$ cat src/design/fsp_pkg.sv
// Shared types, bit positions and constants for the format spec parser.
`timescale 1ns / 1ps
`default_nettype none

package fsp_pkg;

	typedef enum logic [1:0] {
		PH_FLAGS = 2'd0,
		PH_WIDTH = 2'd1,
		PH_PREC  = 2'd2,
		PH_DONE  = 2'd3
	} fsp_phase_t;

	// Flag bit positions
	localparam int FB_LEFT  = 0;
	localparam int FB_ZERO  = 1;
	localparam int FB_PLUS  = 2;
	localparam int FB_SPACE = 3;
	localparam int FB_COMMA = 4;
	localparam int FLAG_W   = 5;

	// Modifier bit positions
	localparam int MB_UPPER = 0;
	localparam int MB_WORD  = 1;
	localparam int MB_YN    = 2;
	localparam int MOD_W    = 3;

	localparam int NUM_W = 16;

	localparam logic signed [NUM_W-1:0] NUM_NONE = -16'sd1;
	localparam logic signed [NUM_W-1:0] SAT_MAX  = 16'sh7FFF;

	typedef struct packed {
		fsp_phase_t              phase;
		logic [FLAG_W-1:0]       flags;
		logic signed [NUM_W-1:0] width_acc;
		logic signed [NUM_W-1:0] prec_acc;
		logic [7:0]              type_code;
		logic [MOD_W-1:0]        mods;
	} fsp_state_t;

	localparam fsp_state_t ST_RESET = '{
		phase:     PH_FLAGS,
		flags:     '0,
		width_acc: NUM_NONE,
		prec_acc:  NUM_NONE,
		type_code: 8'h00,
		mods:      '0
	};

endpackage

`default_nettype wire

$ cat src/design/fsp_decode.sv
// Per-character next-state decode of the format spec parser.
`timescale 1ns / 1ps
`default_nettype none

module fsp_decode
	import fsp_pkg::*;
(
	input  wire fsp_state_t cur,
	input  wire logic [7:0] char_code,
	input  wire logic       has_char,
	output fsp_state_t      nxt
);

	localparam logic [7:0] CH_MINUS = "-";
	localparam logic [7:0] CH_ZERO  = "0";
	localparam logic [7:0] CH_NINE  = "9";
	localparam logic [7:0] CH_PLUS  = "+";
	localparam logic [7:0] CH_SPACE = " ";
	localparam logic [7:0] CH_COMMA = ",";
	localparam logic [7:0] CH_DOT   = ".";
	localparam logic [7:0] CH_UX    = "X";
	localparam logic [7:0] CH_UE    = "E";
	localparam logic [7:0] CH_UG    = "G";
	localparam logic [7:0] CH_UP    = "P";
	localparam logic [7:0] CH_UB    = "B";
	localparam logic [7:0] CH_UT    = "T";
	localparam logic [7:0] CH_UY    = "Y";
	localparam logic [7:0] CH_UQ    = "Q";
	localparam logic [7:0] CH_LX    = "x";
	localparam logic [7:0] CH_LE    = "e";
	localparam logic [7:0] CH_LG    = "g";
	localparam logic [7:0] CH_LP    = "p";
	localparam logic [7:0] CH_LB    = "b";
	localparam logic [7:0] CH_LT    = "t";
	localparam logic [7:0] CH_LY    = "y";
	localparam logic [7:0] CH_LQ    = "q";

	// acc * 10 + digit, saturated; a negative acc counts as zero
	function automatic logic signed [NUM_W-1:0] push_digit(
		input logic signed [NUM_W-1:0] acc,
		input logic [7:0]              c
	);
		logic [NUM_W-2:0] base;
		logic [NUM_W+3:0] sum;
		base = acc[NUM_W-1] ? '0 : acc[NUM_W-2:0];
		sum  = {2'b00, base, 3'b000} + {4'b0000, base, 1'b0} + {16'h0000, c[3:0]};
		if (sum > {4'b0000, SAT_MAX}) begin
			return SAT_MAX;
		end
		return {1'b0, sum[NUM_W-2:0]};
	endfunction

	logic             is_dig;
	logic             is_dot;
	logic             is_flag;
	logic [7:0]       typ;
	logic [MOD_W-1:0] mod;
	fsp_phase_t       phase_nxt;

	assign is_dig = (char_code >= CH_ZERO) && (char_code <= CH_NINE);
	assign is_dot = (char_code == CH_DOT);
	assign is_flag = (char_code == CH_MINUS) || (char_code == CH_ZERO) ||
		(char_code == CH_PLUS) || (char_code == CH_SPACE) || (char_code == CH_COMMA);

	// Type letter decode
	always_comb begin
		typ = char_code;
		mod = '0;
		unique case (char_code)
			CH_UX: begin typ = CH_LX; mod[MB_UPPER] = 1'b1; end
			CH_UE: begin typ = CH_LE; mod[MB_UPPER] = 1'b1; end
			CH_UG: begin typ = CH_LG; mod[MB_UPPER] = 1'b1; end
			CH_UP: begin typ = CH_LP; mod[MB_UPPER] = 1'b1; end
			CH_UB: begin
				typ = CH_LB;
				mod[MB_UPPER] = 1'b1;
				mod[MB_WORD] = 1'b1;
			end
			CH_UT: begin typ = CH_LB; mod[MB_UPPER] = 1'b1; end
			CH_UY: begin
				typ = CH_LB;
				mod[MB_UPPER] = 1'b1;
				mod[MB_YN] = 1'b1;
			end
			CH_UQ: begin
				typ = CH_LB;
				mod = '1;
			end
			CH_LB: begin typ = CH_LB; mod[MB_WORD] = 1'b1; end
			CH_LT: begin typ = CH_LB; end
			CH_LY: begin typ = CH_LB; mod[MB_YN] = 1'b1; end
			CH_LQ: begin
				typ = CH_LB;
				mod[MB_YN] = 1'b1;
				mod[MB_WORD] = 1'b1;
			end
			default: begin end
		endcase
	end

	// Next phase
	always_comb begin
		phase_nxt = cur.phase;
		if (has_char) begin
			unique case (cur.phase)
				PH_FLAGS: begin
					priority if (is_flag) phase_nxt = PH_FLAGS;
					else if (is_dig) phase_nxt = PH_WIDTH;
					else if (is_dot) phase_nxt = PH_PREC;
					else phase_nxt = PH_DONE;
				end
				PH_WIDTH: begin
					priority if (is_dig) phase_nxt = PH_WIDTH;
					else if (is_dot) phase_nxt = PH_PREC;
					else phase_nxt = PH_DONE;
				end
				PH_PREC: begin
					if (!is_dig) phase_nxt = PH_DONE;
				end
				PH_DONE: begin end
				default: begin end
			endcase
		end
	end

	// Field updates
	always_comb begin
		nxt.phase     = phase_nxt;
		nxt.flags     = cur.flags;
		nxt.width_acc = cur.width_acc;
		nxt.prec_acc  = cur.prec_acc;
		nxt.type_code = cur.type_code;
		nxt.mods      = cur.mods;
		if (has_char) begin
			unique case (cur.phase)
				PH_FLAGS: begin
					priority if (char_code == CH_MINUS) nxt.flags[FB_LEFT] = 1'b1;
					else if (char_code == CH_ZERO) nxt.flags[FB_ZERO] = 1'b1;
					else if (char_code == CH_PLUS) nxt.flags[FB_PLUS] = 1'b1;
					else if (char_code == CH_SPACE) nxt.flags[FB_SPACE] = 1'b1;
					else if (char_code == CH_COMMA) nxt.flags[FB_COMMA] = 1'b1;
					else if (is_dig) nxt.width_acc = push_digit(NUM_NONE, char_code);
					else if (is_dot) nxt.prec_acc = '0;
					else begin
						nxt.type_code = typ;
						nxt.mods = mod;
					end
				end
				PH_WIDTH: begin
					priority if (is_dig) nxt.width_acc = push_digit(cur.width_acc, char_code);
					else if (is_dot) nxt.prec_acc = '0;
					else begin
						nxt.type_code = typ;
						nxt.mods = mod;
					end
				end
				PH_PREC: begin
					if (is_dig) begin
						nxt.prec_acc = push_digit(cur.prec_acc, char_code);
					end else begin
						nxt.type_code = typ;
						nxt.mods = mod;
					end
				end
				PH_DONE: begin end
				default: begin end
			endcase
		end
	end

endmodule

`default_nettype wire

$ cat src/design/format_spec_parser_unit.sv
// Top level of the format spec parser: input stage, parse state, result register.
`timescale 1ns / 1ps
`default_nettype none

//  channel | direction | handshake           | payload
//  --------+-----------+---------------------+------------------------------------------
//  in      | sink      | in_valid / in_stall   | char_code, has_char, last
//  out     | source    | out_valid / out_stall | flags, field_width, digits_after, type
//
//  One beat per cycle in while in_stall is low: a character goes from the input register
//  through one decode step into the parse state on the next edge.
//  A beat marked last finishes the spec; its result is decoded from the input register
//  into the output register, and the parse state resets.
//  Reset clears the input/output valid bits and the parse state.
//  in_stall rises only when a last beat waits in the input register while
//  the output register still holds an untaken result.

module format_spec_parser_unit
	import fsp_pkg::*;
(
	input  wire logic                    clk,
	input  wire logic                    arst_n,

	input  wire logic                    in_valid,
	output logic                         in_stall,
	input  wire logic [7:0]              char_code,
	input  wire logic                    has_char,
	input  wire logic                    last,

	output logic                         out_valid,
	input  wire logic                    out_stall,
	output logic                         flag_left,
	output logic                         flag_zero,
	output logic                         flag_plus,
	output logic                         flag_space,
	output logic                         thousands,
	output logic signed [NUM_W-1:0]      field_width,
	output logic signed [NUM_W-1:0]      digits_after,
	output logic [7:0]                   type_code,
	output logic                         uppercase,
	output logic                         word_form,
	output logic                         yes_no
);

	// Input stage
	logic       s1_valid_s1;
	logic [7:0] s1_char_s1;
	logic       s1_has_s1;
	logic       s1_last_s1;

	// Parse state and result register
	fsp_state_t st_q;
	fsp_state_t st_nxt;
	fsp_state_t res_q;
	logic       out_valid_q;

	logic s1_go;
	logic res_load;
	logic in_take;

	// A non-last beat always advances; a last beat needs a free result slot
	assign s1_go    = s1_valid_s1 && (!s1_last_s1 || !out_valid_q || !out_stall);
	assign res_load = s1_go && s1_last_s1;
	assign in_stall = s1_valid_s1 && !s1_go;
	assign in_take  = in_valid && !in_stall;

	fsp_decode u_decode (
		.cur       (st_q),
		.char_code (s1_char_s1),
		.has_char  (s1_has_s1),
		.nxt       (st_nxt)
	);

	// Hold the input beat until it advances
	always_ff @(posedge clk or negedge arst_n) begin
		if (!arst_n) begin
			s1_valid_s1 <= 1'b0;
		end else if (in_take) begin
			s1_valid_s1 <= 1'b1;
		end else if (s1_go) begin
			s1_valid_s1 <= 1'b0;
		end
	end

	always_ff @(posedge clk) begin
		if (in_take) begin
			s1_char_s1 <= char_code;
			s1_has_s1  <= has_char;
			s1_last_s1 <= last;
		end
	end

	// Advance parse state; drop back to defaults after a finished spec
	always_ff @(posedge clk or negedge arst_n) begin
		if (!arst_n) begin
			st_q <= ST_RESET;
		end else if (s1_go) begin
			st_q <= s1_last_s1 ? ST_RESET : st_nxt;
		end
	end

	always_ff @(posedge clk or negedge arst_n) begin
		if (!arst_n) begin
			out_valid_q <= 1'b0;
		end else if (res_load) begin
			out_valid_q <= 1'b1;
		end else if (!out_stall) begin
			out_valid_q <= 1'b0;
		end
	end

	always_ff @(posedge clk) begin
		if (res_load) begin
			res_q <= st_nxt;
		end
	end

	assign out_valid    = out_valid_q;
	assign flag_left    = res_q.flags[FB_LEFT];
	assign flag_zero    = res_q.flags[FB_ZERO];
	assign flag_plus    = res_q.flags[FB_PLUS];
	assign flag_space   = res_q.flags[FB_SPACE];
	assign thousands    = res_q.flags[FB_COMMA];
	assign field_width  = res_q.width_acc;
	assign digits_after = res_q.prec_acc;
	assign type_code    = res_q.type_code;
	assign uppercase    = res_q.mods[MB_UPPER];
	assign word_form    = res_q.mods[MB_WORD];
	assign yes_no       = res_q.mods[MB_YN];

	// Stall only for a last beat blocked by an untaken result
	a_stall_cause: assert property (@(posedge clk) disable iff (!arst_n)
		in_stall |-> (s1_valid_s1 && s1_last_s1 && out_valid_q && out_stall))
		else $error("input stalled without a blocked result");

	// Parse state restarts after every result
	a_restart: assert property (@(posedge clk) disable iff (!arst_n)
		res_load |=> (st_q.phase == PH_FLAGS && st_q.flags == '0 &&
			st_q.width_acc == NUM_NONE && st_q.prec_acc == NUM_NONE))
		else $error("parse state not cleared after result");

	// Accumulators are either absent or non-negative
	a_width_range: assert property (@(posedge clk) disable iff (!arst_n)
		st_q.width_acc[NUM_W-1] |-> (st_q.width_acc == NUM_NONE))
		else $error("width accumulator out of range");

	a_prec_range: assert property (@(posedge clk) disable iff (!arst_n)
		st_q.prec_acc[NUM_W-1] |-> (st_q.prec_acc == NUM_NONE))
		else $error("precision accumulator out of range");

	// A taken result with nothing behind it frees the output
	a_out_drain: assert property (@(posedge clk) disable iff (!arst_n)
		(out_valid_q && !out_stall && !res_load) |=> !out_valid_q)
		else $error("result repeated");

endmodule

`default_nettype wire
$ cat config.mk
export PLATFORM = sky130hd
export DESIGN_NAME = format_spec_parser_unit
export DESIGN_NICKNAME = d
export VERILOG_FILES = /design/src/design/fsp_pkg.sv /design/src/design/fsp_decode.sv /design/src/design/format_spec_parser_unit.sv
export SDC_FILE = /design/constraint.sdc
export NUM_CORES = 1
export LEC_CHECK = 0
export BUFFER_PORTS_ARGS = -buffer_cell sky130_fd_sc_hd__buf_2
export CORE_MARGIN = 3
export CORE_UTILIZATION = 65
export CTS_CLUSTER_SIZE = 28
export DETAILED_ROUTE_END_ITERATION = 16
export GPL_TIMING_DRIVEN = 0
export MAX_ROUTING_LAYER = met4
export PLACE_DENSITY_LB_ADDON = 0.12
export SLEW_MARGIN = 20
export SYNTH_ARGS = -nofsm -noshare
export SYNTH_HDL_FRONTEND = slang
export SYNTH_SLANG_ARGS = --single-unit
$ cat constraint.sdc
create_clock -name clk -period 7.4 [get_ports clk]
set_input_delay 1.48 -clock clk [delete_from_list [all_inputs] [get_ports clk]]
set_output_delay 1.48 -clock clk [all_outputs]
set_load 0.1 [all_outputs]
==> metrics.md, run 1 <==
| Metric | Value |
|---|---|
| Initial DRC Count | `725` |
| M2 GR Usage | `between 40% and 50%` |
| Post-synth EDFFs | `58` |
| Via count | `6680` |
| Drt wl/cell | `around 19 um` |
| Routed vias/inst | `6.73` |
| Post-Syn Area | `around 7500 um2` |
| # resized after CTS | `0` |
| Clk network pwr share | `between 15 and 20%` |
| N_diodes | `0` |
| Post-synth cell types | `83` |
| Final period utilization | `79.2%` |
| Post-Synth XOR/XNOR Area | `about 5.3%` |
| Critical path class | `register to register` |
| Share of cells above drive strength 1 | `18.4%` |
| Grt met1 use | `between 40% and 50%` |
| Worst EP arrival | `between 5000 and 6000 ps` |
| Syn Nets | `810` |
| Tot Pwr | `between 3000 and 4000 uW` |
| Relative slew slack | `between 40% and 50%` |
| Vias in the first global route | `approximately 6300` |
| #FFs+latches synth | `110` |
| Pleak | `0.00327 uW` |
| Post-synthesis cell count | `approximately 770` |
| Global-route wire length before repair | `between 30 and 40 mm` |
| DRT Wirelength | `19.3 mm` |
| Simple-gate share of the synthesized area | `approximately 17%` |
| Status | `finished clean` |
| # IOs | `64` |
| Total die area | `12900 um2` |
| Comb pwr share | `54.6%` |
| Endpoints failing hold | `0` |
| Slew of the pin with the lowest slew margin | `~800 ps` |
| Clock root cell | `clkbuf_16` |
| Switch Pwr | `1420 uW` |
| Worst EP required | `roughly 7500 ps` |
| VDD IR-drop max | `between 0.3 and 0.4 mV` |
| Syn. warnings | `0` |
| Worst Setup End Kind | `register` |
| Worst skew pair latency | `360 ps` |
| Total Nets Final | `884` |
| Die Ht | `114 um` |
| Initial antenna violation count | `0` |
| Largest net degree at the start of global routing | `58` |
| Port Buf Inserts | `63` |
| Area grow syn2layout | `10.4%` |
| Final Util | `about three quarters` |
| Async SR Flop Fraction | `47.3%` |
| Final critical-path required period | `about 5900 ps` |
| GR Layer Usage met3 | `3.87%` |
| Clk_skew | `~10 ps` |
| Compound-Gate Fraction of Synth Area | `approximately a quarter` |
| CTS H-tree lvls | `3` |
| Hold WC Path Type | `register to register` |
| Top Usage Layer GRT | `met2` |
| DRT Pass-1 Iters | `5` |
| CP max FO | `10` |
| F_max | `between 150 and 200 MHz` |
| Drc violations | `0` |
| Net Sw Frac | `46.7%` |
| Adder-Cell Fraction of Synth Area | `approximately 4.7%` |
| Rows | `38` |
| HPWL Detailed | `13.9 mm` |
| Grt ovf | `0` |
| Max_cap viols | `0` |
| Clk buf depth | `2` |
| Postcts setup bufs | `0` |
| Post-route ant nets | `0` |
| Die Wd | `approximately 110 um` |
| Gr usage total | `30.8%` |
| Non-filler cells, final | `992` |
| Placed cell count | `976` |
| Hold Slack | `roughly 500 ps` |
| Reg clk slew, reported paths | `80 ps` |
| Worst r2r path cells | `16` |
| Mux share of post-synthesis cell area | `less than 1%` |
| Largest family of logic cells by synthesized area | `compound AO/OA/AOI/OAI gates` |
| Initial Util | `68.1%` |
| Register area share after synthesis | `just over 40%` |
| RSZ-0062 raised after global routing | `no` |
| Fill cells | `791` |
| Register share of total power | `between 20 and 30%` |
| CTS Buf Count | `9` |
| CTS tree | `built` |
| Placeable Area | `between 10000 and 15000 um2` |
| P_int | `between 1500 and 2000 uW` |
| Setup TNS | `0 ps` |
| Post-CTS Hold Buffers | `0` |
| Pins Over Slew Limit | `0` |
| Worst Hold Path Cells | `1` |
| Total clock sinks | `110` |
| CP Launch Type | `register` |
| Ys flop type | `edfxtp_1` |
| Final setup fails | `0` |
| Power per cell area | `roughly 360 nW/um2` |
| Final Wtd Congestion | `slightly above 0.9` |
| Synth Area per Inst | `9.77 um2` |
## final cells by class
class                           instances  area, um2  share of cell area [%]
Buffer                                 61        294                    3.53
Clock buffer                            9        225                    2.70
Clock inverter                          7       63.8                   0.766
Inverter                               25       93.8                    1.13
Multi-Input combinational cell        577       4080                    49.0
Sequential cell                       110       3080                    37.0
Tap cell                              140        175                    2.10
Timing Repair Buffer                   63        318                    3.81
## per-layer routing
| layer | up-vias | routed length (um) |
|---|---|---|
| li1 | 3102 | - |
| met1 | 3219 | 8350 |
| met2 | 314 | 9100 |
| met3 | 45 | 1270 |
| met4 | 0 | 601 |
| met5 | - | 0 |
## cell families after synthesis
| logic type | Yosys count |
|---|---|
| compound gates | 255 |
| simple gates | 241 |
| flops | 110 |
| buf+inv | 86 |
| xor+xnor | 46 |
| fa+ha+maj | 28 |
| mux | 7 |
## critical path, cell delays in order (launching register included)
cell and delay, ps:
dfstp_2 520, clkbuf_1 380, clkbuf_1 510, buf_1 500
nor2b_1 150, ha_1 290, ha_1 240, a21oi_1 170
a221oi_2 130, a32oi_1 510, xor2_1 350, o2111ai_1 220
a2111oi_2 380, mux2i_1 590, buf_2 340, nand2_1 100
a22o_1 220
## flip-flops by register name, summed over array words and instances, names as in the netlist, 8 cells and up
signal        cells
digits_after     16
st_q             50
type_code         8
field_width      16
s1_char_s1        8
## cell usage in the layout, fill, tap and decap left out, types with 6 or more instances in the layout
cell type,n
dfrtp_1,20
inv_1,24
a32o_1,9
nand3_1,16
clkbuf_16,9
nor3_1,24
o21ai_0,33
xor2_1,21
edfxtp_1,58
and2_1,8
o21a_1,11
clkbuf_1,36
ha_1,21
nand2_1,62
nor2b_1,26
buf_2,78
a21oi_1,30
a221o_1,24
nor2_1,44
a31oi_1,6
mux2i_1,6
xnor2_1,25
nor4_1,7
nand2b_1,11
a211oi_1,7
a22o_1,48
dfstp_2,32
nand3b_1,6
a21o_1,10
## cells in the mapped netlist, drive strengths merged (7+ instances only)
cell     n  area (um2)
a221o   24         240
nand2   67         264
ha      21         263
nor2    44         165
nand3   16        80.1
dfrtp   20         500
a221oi   7        73.8
a21oi   30         150
nor2b   26         163
dfstp   32         841
a21o    10        75.1
nor3    24         120
a211oi   8        65.1
inv     24        90.1
o21ai   37         185
a22o    48         420
xnor2   25         219
and2     8        50.1
buf     24         151
o21a    11        82.6
nor4     7        43.8
edfxtp  58        1740
clkbuf  37         139
xor2    21         184
nand2b  11        68.8
a32o     9        90.1
## through the flow
stage	instance area [um2]	setup slack, ps
global route	8330	1220
detailed placement	8050	1720
CTS	8330	1710
finish	8330	1540
global placement	8040	1860
floorplan	7550	2840
## power groups by stage
stage	logic, uW	clock network, uW	registers (uW)
detailed placement	1620	0	913
CTS	1630	475	903
global placement	1580	0	908
floorplan	1060	0	1140
global route	1790	500	915
finish	1650	471	906
## worst paths after layout
kind / endpoint / slack, ps / start
hold reg to reg: st_q[8] / 510 / st_q[8]
min in group asynchronous: s1_valid_s1 / 1170 / arst_n
max in group asynchronous: st_q[49] / 5770 / arst_n
hold / removal: st_q[8] / 510 / st_q[8]
setup reg to reg: digits_after[9] / 1540 / st_q[26]
setup / recovery: digits_after[9] / 1540 / st_q[26]
Power figures use the tool's default switching activity.
==> run 2, diff against run 1 <==
--- a/config.mk
+++ b/config.mk
@@ -7,7 +7,7 @@
 export LEC_CHECK = 0
 export BUFFER_PORTS_ARGS = -buffer_cell sky130_fd_sc_hd__buf_2
 export CORE_MARGIN = 3
-export CORE_UTILIZATION = 65
+export CORE_UTILIZATION = 55
 export CTS_CLUSTER_SIZE = 28
 export DETAILED_ROUTE_END_ITERATION = 16
 export GPL_TIMING_DRIVEN = 0
==> constraint.sdc (replaced) <==
create_clock -name clk -period 4.7 [get_ports clk]
set_input_delay 0.94 -clock clk [delete_from_list [all_inputs] [get_ports clk]]
set_output_delay 0.94 -clock clk [all_outputs]
set_load 0.1 [all_outputs]
==> run 2 against run 1 <==
  * Flip-flop and latch count stayed put
  * Clock power grew 65%
  * Non-clock buffer count up 8
  * Sequential share of layout area down 1.2 points
  * Critical endpoint is now field_width[0]
  * Largest cell class unchanged
  * Largest power group unchanged
  * Highest routed layer unchanged
==> metrics.md, run 2 (synthesis results as in run 1) <==
| Metric | Value |
|---|---|
| Status | `finished clean` |
| Initial Util | `56.6% (-12 points)` |
| Initial antenna violation count | `0 (unchanged)` |
| Max_cap viols | `0 (unchanged)` |
| CP Cell Sequence | `clkbuf_4, clkbuf_8, clkbuf_4, nor2_1, ha_1, fa_2, a221oi_4, nor2_2, nand3_1, a211oi_2, or4b_4, a2111oi_2, o31a_1, buf_6, buf_8, a31oi_1, a2bb2oi_2` |
| Vias in the first global route | `6420 (+1.5%)` |
| Worst EP required | `4800 ps (-2710 ps)` |
| Worst Hold Path Cells | `1 (unchanged)` |
| Pleak | `0.00335 uW (+2.4%)` |
| N_diodes | `0 (unchanged)` |
| CP Launch Type | `register` |
| Reg with most FFs | `st_q` |
| Comb pwr share | `55.7% (+1.1 points)` |
| WL met3 | `1.24 mm (-2.8%)` |
| Crit-path most repeated cell | `clkbuf_4` |
| Switch Pwr | `2320 uW (+63%)` |
| Multi-input gate area | `4170 um2 (+2.2%)` |
| Total die area | `15200 um2 (+17%)` |
| Via count | `6699 (+0.28%)` |
| Fill cells | `1127 (+42%)` |
| CTS Buf Count | `9 (unchanged)` |
| FF-to-FF End | `field_width[0]` |
| Die Wd | `123 um (+8.2%)` |
| Routed vias/inst | `6.47 (-4.0%)` |
| Final period utilization | `97.1% (+18 points)` |
| Port Buf Inserts | `63 (unchanged)` |
| Hold Slack | `512 ps (+1.38 ps)` |
| Detail Route met2 WL | `9.78 mm (+7.5%)` |
| Drt wl/cell | `19.5 um (about the same)` |
| Final Util | `64.5% (-11 points)` |
| Relative slew slack | `50.0% (+3.4 points)` |
| HPWL Detailed | `14.6 mm (+5.1%)` |
| # IOs | `64 (unchanged)` |
| Area grow syn2layout | `14.0%` |
| Final setup fails | `0 (unchanged)` |
| Largest register FFs | `50 (unchanged)` |
| Worst Setup End Kind | `register` |
| CTS tree | `built` |
| Placeable Area | `13300 um2 (+20%)` |
| Worst R2R Setup Slack | `140 ps (-1400 ps)` |
| Max layer used | `met4` |
| DRT Wirelength | `20.2 mm (+4.5%)` |
| CP max FO | `10 (unchanged)` |
| Die Ht | `123 um (+8.2%)` |
| Slew of the pin with the lowest slew margin | `748 ps (-53.5 ps)` |
| Final critical-path required period | `4560 ps (-1300 ps)` |
| Reg2reg start | `st_q[42]` |
| Placed cell count | `1013 (+3.8%)` |
| Total Nets Final | `892 (+0.90%)` |
| Worst skew pair latency | `360 ps (about the same)` |
| Worst hold path startpoint | `st_q[10]` |
| Length of routed wiring on met1 | `8.74 mm (+4.7%)` |
| DRT Pass-1 Iters | `6 (+1)` |
| P_int | `2650 uW (+64%)` |
| Global-route wire length before repair | `32.5 mm (+4.1%)` |
| Rows | `42 (+11%)` |
| Clock root cell | `clkbuf_16` |
| Pins Over Slew Limit | `0 (unchanged)` |
| VDD IR-drop max | `0.284 mV (-20%)` |
| Commonest non-fill, non-tap cell in the layout | `buf_2` |
| Largest net degree at the start of global routing | `53 (-8.6%)` |
| Reg clk slew, reported paths | `80 ps (about the same)` |
| Register Area | `3080 um2 (unchanged)` |
| Largest stage delay on the critical path | `550 ps (-40 ps)` |
| Final Wtd Congestion | `0.933 (+3.1%)` |
| Share of cells above drive strength 1 | `21.4% (+3.0 points)` |
| Initial DRC Count | `730 (+0.69%)` |
| Hold Path Sink | `st_q[10]` |
| CTS H-tree lvls | `3 (unchanged)` |
| Critical path class | `register to register` |
| Slowest cell on crit path | `dfstp_2` |
| Clk buf depth | `2 (unchanged)` |
| Worst EP arrival | `4660 ps (-1320 ps)` |
| Hold WC Path Type | `register to register` |
| F_max | `219 MHz (+29%)` |
| Power per cell area | `577 nW/um2 (+59%)` |
| Drc violations | `0 (unchanged)` |
| Total clock sinks | `110 (unchanged)` |
| Worst r2r path cells | `17 (+1)` |
| Most frequent cells in the layout | `77 x buf_2, 62 x nand2_1, 58 x edfxtp_1` |
| Clk_skew | `12.1 ps (+1.74 ps)` |
| Clk network pwr share | `15.6% (about the same)` |
| Net Sw Frac | `46.6% (-0.10 points)` |
| Register share of total power | `28.7% (-1.2 points)` |
| Gr usage total | `28.0% (-2.9 points)` |
| Endpoints failing hold | `0 (unchanged)` |
| Post-route ant nets | `0 (unchanged)` |
| Non-filler cells, final | `1036 (+4.4%)` |
| Post-CTS Hold Buffers | `0 (unchanged)` |
| Setup TNS | `0 ps (unchanged)` |
| Grt ovf | `0 (unchanged)` |
| Tot Pwr | `4970 uW (+64%)` |
run 2: how the worst max path moves through the flow:
stage                         from              end  slack [ps]  cells past startpoint
after floorplan           st_q[42]   field_width[2]         140                     17
after global placement    st_q[26]  digits_after[4]       -1090                     15
after detailed placement  st_q[26]  digits_after[4]       -1140                     15
after CTS                 st_q[26]  digits_after[4]           8                     15
after global routing      st_q[42]   field_width[2]          -9                     17
final                     st_q[42]   field_width[0]         140                     17
run 2: worst max-delay path: cells and delay by family (launching register included):
| family | cells | cell delay, ps |
|---|---|---|
| compound gates | 6 | 1230 |
| simple gates | 4 | 930 |
| flops | 1 | 550 |
| buf+inv | 5 | 960 |
| fa+ha+maj | 2 | 620 |
run 2: cell type report:
class / instances / share of cell area [%]
timing repair buffer: 72 / 4.71
clock inverter: 7 / 1.03
sequential: 110 / 35.8
clock buffer: 9 / 2.62
buffer: 60 / 3.69
multi-input combinational: 577 / 48.5
tap: 176 / 2.56
inverter: 25 / 1.09
run 2: layer usage:
layer / track usage [%] / vias to the layer above
met1: 36.8 / 3271
met5: - / -
met4: 10.6 / 0
met3: 3.89 / 40
li1: - / 3113
met2: 44.2 / 275
run 2: metrics by stage:
step	setup WS (ps)	instance area (um2)
3_5_place_dp	-1140	8120
2_1_floorplan	144	7550
3_3_place_gp	-1090	8080
6_report	138	8600
5_1_grt	-9.46	8600
4_1_cts	7.95	8510
run 2: power by group through the flow:
stage               clock [uW]  combinational [uW]  sequential, uW
global route               832                3010            1440
CTS                        788                2690            1430
detailed placement           0                2590            1430
finish                     775                2770            1430
global placement             0                2540            1430
floorplan                    0                1670            1800
run 2: what timing repair did:
item                                    in CTS  in global routing
gates resized for setup                     17                 13
endpoints found under the setup margin      60                 48
buffers inserted                             4                  4
hold endpoints to repair                     0                  0
pin swaps                                    3                  3
gates cloned                                 0                  0
